==> src/hdl/udiv_pkg.sv <==
// types and constants shared by the 64 by 32 divider modules
// no dependencies
`timescale 1ns / 1ps

package udiv_pkg;

	localparam int unsigned DIVIDEND_W = 64;
	localparam int unsigned DIVISOR_W  = 32;
	localparam int unsigned STEP_W     = $clog2(DIVIDEND_W);
	localparam logic [STEP_W-1:0] LAST_STEP = STEP_W'(DIVIDEND_W - 1);

	typedef struct packed {
		logic [DIVIDEND_W-1:0] dividend;
		logic [DIVISOR_W-1:0]  divisor;
	} req_t;

	typedef struct packed {
		logic [DIVIDEND_W-1:0] quotient;
		logic [DIVISOR_W-1:0]  remainder;
	} res_t;

	// commands from controller to datapath
	typedef struct packed {
		logic load;
		logic step;
		logic emit;
	} cmd_t;

	typedef enum logic [2:0] {
		ST_IDLE = 3'b001,
		ST_BUSY = 3'b010,
		ST_DONE = 3'b100
	} state_t;

endpackage

==> src/hdl/udiv_ctrl.sv <==
// divider controller: state machine, step counter, result valid
// depends on udiv_pkg
`timescale 1ns / 1ps

module udiv_ctrl (
	input  logic            clk,
	input  logic            arst_n,
	input  logic            req_valid,
	output logic            req_ready,
	output logic            res_valid,
	input  logic            res_ready,
	output udiv_pkg::cmd_t  cmd
);
	import udiv_pkg::*;

	state_t            state_q;
	state_t            state_d;
	logic [STEP_W-1:0] step_q;
	logic              res_valid_q;
	logic              slot_free;

	assign req_ready = (state_q == ST_IDLE);
	assign res_valid = res_valid_q;
	assign slot_free = !res_valid_q || res_ready;

	always_comb begin
		state_d  = state_q;
		cmd.load = 1'b0;
		cmd.step = 1'b0;
		cmd.emit = 1'b0;
		case (state_q)
			ST_IDLE: begin
				if (req_valid) begin
					cmd.load = 1'b1;
					state_d  = ST_BUSY;
				end
			end
			ST_BUSY: begin
				cmd.step = 1'b1;
				if (step_q == LAST_STEP) begin
					state_d = ST_DONE;
				end
			end
			ST_DONE: begin
				// wait for the output register to be free
				if (slot_free) begin
					cmd.emit = 1'b1;
					state_d  = ST_IDLE;
				end
			end
			default: begin
				state_d = ST_IDLE;
			end
		endcase
	end

	always_ff @(posedge clk or negedge arst_n) begin
		if (!arst_n) begin
			state_q     <= ST_IDLE;
			step_q      <= '0;
			res_valid_q <= 1'b0;
		end else begin
			state_q <= state_d;
			if (cmd.load) begin
				step_q <= '0;
			end else if (cmd.step) begin
				step_q <= step_q + STEP_W'(1);
			end
			if (cmd.emit) begin
				res_valid_q <= 1'b1;
			end else if (res_ready) begin
				res_valid_q <= 1'b0;
			end
		end
	end

endmodule

==> src/hdl/udiv_dpath.sv <==
// divider datapath: shift registers, trial subtract, result register
// depends on udiv_pkg
`timescale 1ns / 1ps

module udiv_dpath (
	input  logic           clk,
	input  udiv_pkg::cmd_t cmd,
	input  udiv_pkg::req_t req,
	output udiv_pkg::res_t res
);
	import udiv_pkg::*;

	// dividend bits leave at the top, quotient bits enter at the bottom
	logic [DIVIDEND_W-1:0] num_q;
	logic [DIVISOR_W-1:0]  rem_q;
	logic [DIVISOR_W-1:0]  den_q;
	res_t                  res_q;

	logic [DIVISOR_W:0]    trial;
	logic [DIVISOR_W+1:0]  diff;
	logic                  fits;

	assign trial = {rem_q, num_q[DIVIDEND_W-1]};
	assign diff  = {1'b0, trial} - {2'b00, den_q};
	assign fits  = !diff[DIVISOR_W+1];
	assign res   = res_q;

	always_ff @(posedge clk) begin
		if (cmd.load) begin
			num_q <= req.dividend;
			den_q <= req.divisor;
			rem_q <= '0;
		end else if (cmd.step) begin
			num_q <= {num_q[DIVIDEND_W-2:0], fits};
			rem_q <= fits ? diff[DIVISOR_W-1:0] : trial[DIVISOR_W-1:0];
		end
		if (cmd.emit) begin
			res_q.quotient  <= num_q;
			res_q.remainder <= rem_q;
		end
	end

endmodule

==> src/hdl/unsigned_divider_64_by_32_top.sv <==
// Unsigned 64 by 32 restoring divider. A request carries a 64-bit dividend and
// a 32-bit divisor; one result comes back per request with the 64-bit quotient
// (truncated toward zero) and the 32-bit remainder. One quotient bit is
// produced per clock by a single 33-bit trial subtract. The operands load at
// the accepting edge, then come 64 subtract steps, then the answer moves into
// the output register once that register is free. A new request is taken once
// the previous one has reached the output register, even if that result has
// not yet been collected; the controller returns to idle after publishing a
// result and accepts the next request from there.
// A zero divisor is not flagged: the quotient comes back as all ones and the
// remainder as the low 32 bits of the dividend. Both channels are valid/ready;
// reset is asynchronous and active low, and no clearing pass follows it.
// depends on udiv_pkg, udiv_ctrl, udiv_dpath
`timescale 1ns / 1ps

module unsigned_divider_64_by_32_top (
	input  logic           clk,
	input  logic           arst_n,
	// request channel
	input  logic           req_valid,
	output logic           req_ready,
	input  udiv_pkg::req_t req,
	// result channel
	output logic           res_valid,
	input  logic           res_ready,
	output udiv_pkg::res_t res
);
	import udiv_pkg::*;

	// per-cycle commands: load request, run one step, publish result
	cmd_t cmd;

	// sequencing and handshakes
	udiv_ctrl u_ctrl (
		.clk       (clk),
		.arst_n    (arst_n),
		.req_valid (req_valid),
		.req_ready (req_ready),
		.res_valid (res_valid),
		.res_ready (res_ready),
		.cmd       (cmd)
	);

	// shift-subtract datapath and output register
	udiv_dpath u_dpath (
		.clk (clk),
		.cmd (cmd),
		.req (req),
		.res (res)
	);

endmodule

==> config.mk <==
export PLATFORM = sky130hd
export DESIGN_NAME = unsigned_divider_64_by_32_top
export DESIGN_NICKNAME = d
export VERILOG_FILES = /design/src/hdl/udiv_pkg.sv /design/src/hdl/udiv_ctrl.sv /design/src/hdl/udiv_dpath.sv /design/src/hdl/unsigned_divider_64_by_32_top.sv
export SDC_FILE = /design/constraint.sdc
export NUM_CORES = 1
export LEC_CHECK = 0
export BUFFER_PORTS_ARGS = -buffer_cell sky130_fd_sc_hd__buf_2
export CAP_MARGIN = 5
export CORE_MARGIN = 2
export CORE_UTILIZATION = 50
export DETAILED_ROUTE_END_ITERATION = 8
export PLACE_DENSITY = 0.81
export REMOVE_ABC_BUFFERS = 1
export SLEW_MARGIN = 15
export SYNTH_ARGS = -nofsm -noshare
export SYNTH_HDL_FRONTEND = slang
export SYNTH_SLANG_ARGS = --single-unit
==> constraint.sdc <==
create_clock -name clk -period 8.7 [get_ports clk]
set_clock_uncertainty 0.1 [all_clocks]
set_input_delay 1.305 -clock clk [delete_from_list [all_inputs] [get_ports clk]]
set_output_delay 1.305 -clock clk [all_outputs]
set_load 0.05 [all_outputs]
==> reports/results.txt <==
Run status: finished clean
First-pass DRT Iterations: 5
CTS sink cnt: 234
Ports: 198
Seq cells post-synth: 234
Largest family of logic cells by synthesized area: simple AND/OR/NAND/NOR gates
Fmax: 262 MHz
Clock-pin slew on the worst setup and hold paths: 0.06 ns
Most frequent CP cell: buf_4
Worst Hold Class: reg -> reg
Complex-gate fraction of the synthesized area: 9.54%
Number of global-route vias before repair: 7,283
Top cell type's share of synthesized area: 56.1%
Drt wl/cell: 16.5 um
CP Buf/Inv Count: 6
Synth Cell Area: 0.0103 mm^2
Data arrival, critical path: 3.88 ns
Sequential area share after synthesis: 64.8%
Final hold viol count: 0
Core area: 0.0202 mm^2
Max_slew headroom: 34.6%
Root buf cell: clkbuf_16
Xor and xnor area share after synthesis: 2.22%
Syn Area/Cell: 11.5 um^2
Max-slew violation count: 0
Post-CTS setup buffer count: 0
Crit-path max FO: 77
Die Span X: 147 um
CP max stage delay: 0.74 ns
Synth area leader: edfxtp_1
Power, Total: 3.75 mW
Post-CTS Hold Fix Bufs: 0
Async SR Flop Fraction: 4.27%
# setup viols final: 0
Vias: 7,240
Fraction of layout cells with a size suffix above 1: 23.0%
Die Area: 0.0217 mm^2
Die Ht: 147 um
Multiplexer share of the synthesized area: 2.14%
Clock buffer depth: 3
PD cells: 305 mW/mm^2
CP Launch Type: input port
Placer Congestion: 0.877
Final ANT Viol Nets: 0
Synth Area in Simple Gates: 13.7%
Crit Path Class: in -> reg
CTS H-tree lvls: 1
DP HPWL: 15,400 um
P&R area growth vs syn: 19.7%
Pleak: 5.22 nW
Initial cell density of the core: 50.9%
Nets: 1,217
Total grt overflow: 0
Worst-Margin Slew: 0.980 ns
RSZ-0062 raised after global routing: false
Worst path required time: 8.76 ns
DRC viols: 0
Commonest non-fill, non-tap cell in the layout: nand2_1
# port buffers: 197
Ys flop type: edfxtp_1
Synth Area in Adders: 4.21%
Number of enable flip-flop cells after synthesis: 192
Latest clock arrival within the worst-skew pair: 0.53 ns
Wire length of the first global-routing pass: 36,100 um
Resize count post-CTS: 0
Synth unique cells: 57
CTS tree: done
Synth warnings: 0
Final Critical Period: 3.82 ns
Starting DRT DRC Count: 479
Maximum Capacitance Violations: 0
Crit end category: register
TNS Setup: 0 ns
Place WS: 4.28 ns
Synthesized instance count: 890
FF-to-FF setup slack: 5.18 ns
Largest net degree at the start of global routing: 78
Slowest-stage cell, CP: clkinv_2
Peak supply drop: 0.268 mV
Crit share post-route: 43.9%
GR Util All Layers: 20.7%
Area contributors post-synth: edfxtp_1, nand2_1, dfxtp_1
Most frequent cells in the layout: nand2_1, buf_2, edfxtp_1
CP Cell Sequence: buf_2 > nand2_2 > buf_4 > clkinv_2 > nor2_1 > buf_4 > inv_2 > buf_4
FP Rows: 52
Antenna violations before repair: 2
Post-Route WL: 22,700 um
Cell family with most CP delay: buffers and inverters
Via density: 5.27
Fin worst setup slack: 4.88 ns
CTS buffer count: 25
==> stage by stage <==
stage | hold WS, ns | cell area, um^2 | instances | util (%)
after floorplan | 0.326 | 10100 | 852 | -
after global placement | 0.327 | 11500 | 1326 | 57.0
after detailed placement | 0.334 | 11500 | 1326 | 57.0
after CTS | 0.347 | 12300 | 1372 | 60.9
after global routing | 0.360 | 12300 | 1372 | 60.9
final | 0.343 | 12300 | 1373 | 61.0
==> per-layer routing <==
layer,GRT usage [%],vias up,wire length (um)
li1,-,3546,-
met1,25.2,3379,8790
met5,0,-,13
met4,6.73,2,667
met2,34.9,261,11000
met3,7.17,52,2220
==> flip-flops by register name, summed over array words and instances (netlist names) <==
signal,count
u_dpath.res,96
u_dpath.rem_q,32
u_dpath.den_q,32
u_dpath.num_q,64
u_ctrl.step_q,6
u_ctrl.res_valid,1
u_ctrl.state_q,3
==> synthesized netlist by cell type, types with 2 or more instances <==
cell type / count
o21bai_1: 2
a31oi_1: 8
o21ai_0: 34
edfxtp_1: 192
dfxtp_1: 32
nor3b_1: 4
or2_2: 2
o2111ai_1: 2
o31ai_1: 3
ha_1: 33
nand3b_1: 3
nor2_1: 35
a211oi_1: 7
nand2b_1: 5
and3_1: 10
o211ai_1: 5
nand4_1: 6
and2_1: 4
nand3_1: 19
a32oi_1: 8
buf_4: 2
buf_2: 4
buf_1: 3
o21ai_1: 11
xor2_1: 14
dfrtp_1: 9
buf_6: 2
nor3_1: 6
nand2_1: 237
nor2b_1: 3
a21o_1: 11
xnor2_1: 12
inv_1: 45
o21a_1: 6
a21boi_0: 2
mux2i_1: 22
clkbuf_1: 27
a21oi_1: 39
a211oi_2: 3
==> cells by family (layout without fill, tap and decap cells) <==
kind of cell,Yosys count,in the layout
AOI/OAI and AO/OA,153,153
xor gates and xnor gates,26,26
adders and majority gates,34,34
buffers and inverters,84,296
DFF,234,234
muxes,22,22
other,0,1
and+or+nand+nor,337,337
==> report_power, final <==
| part | internal, mW | switching (mW) | leakage (nW) | total, mW |
|---|---|---|---|---|
| combinational | 0.305 | 0.694 | 2.66 | 0.999 |
| sequential | 1.61 | 0.124 | 2.18 | 1.73 |
| clock | 0.598 | 0.425 | 0.383 | 1.02 |
==> layout make-up <==
type                            instances  area [um^2]
Clock inverter                         16          144
Tap cell                              270          338
Sequential cell                       234         6660
Fill cell                            1641         7870
Multi-Input combinational cell        572         3290
Timing Repair Buffer                  204         1040
Antenna cell                            1         2.50
Clock buffer                           30          654
Inverter                               46          174
==> final timing paths <==
path | start | to | depth (start not counted)
max | req_valid | u_dpath.num_q[4] | 8
max in group asynchronous | arst_n | u_ctrl.state_q[0] | 1
max reg2reg | u_ctrl.state_q[2] | u_dpath.num_q[4] | 8
min reg2reg | u_dpath.num_q[3] | u_dpath.res[35] | 0
min | u_dpath.num_q[3] | u_dpath.res[35] | 0
min in group asynchronous | arst_n | u_ctrl.step_q[0] | 1
Power figures use the tool's default switching activity.
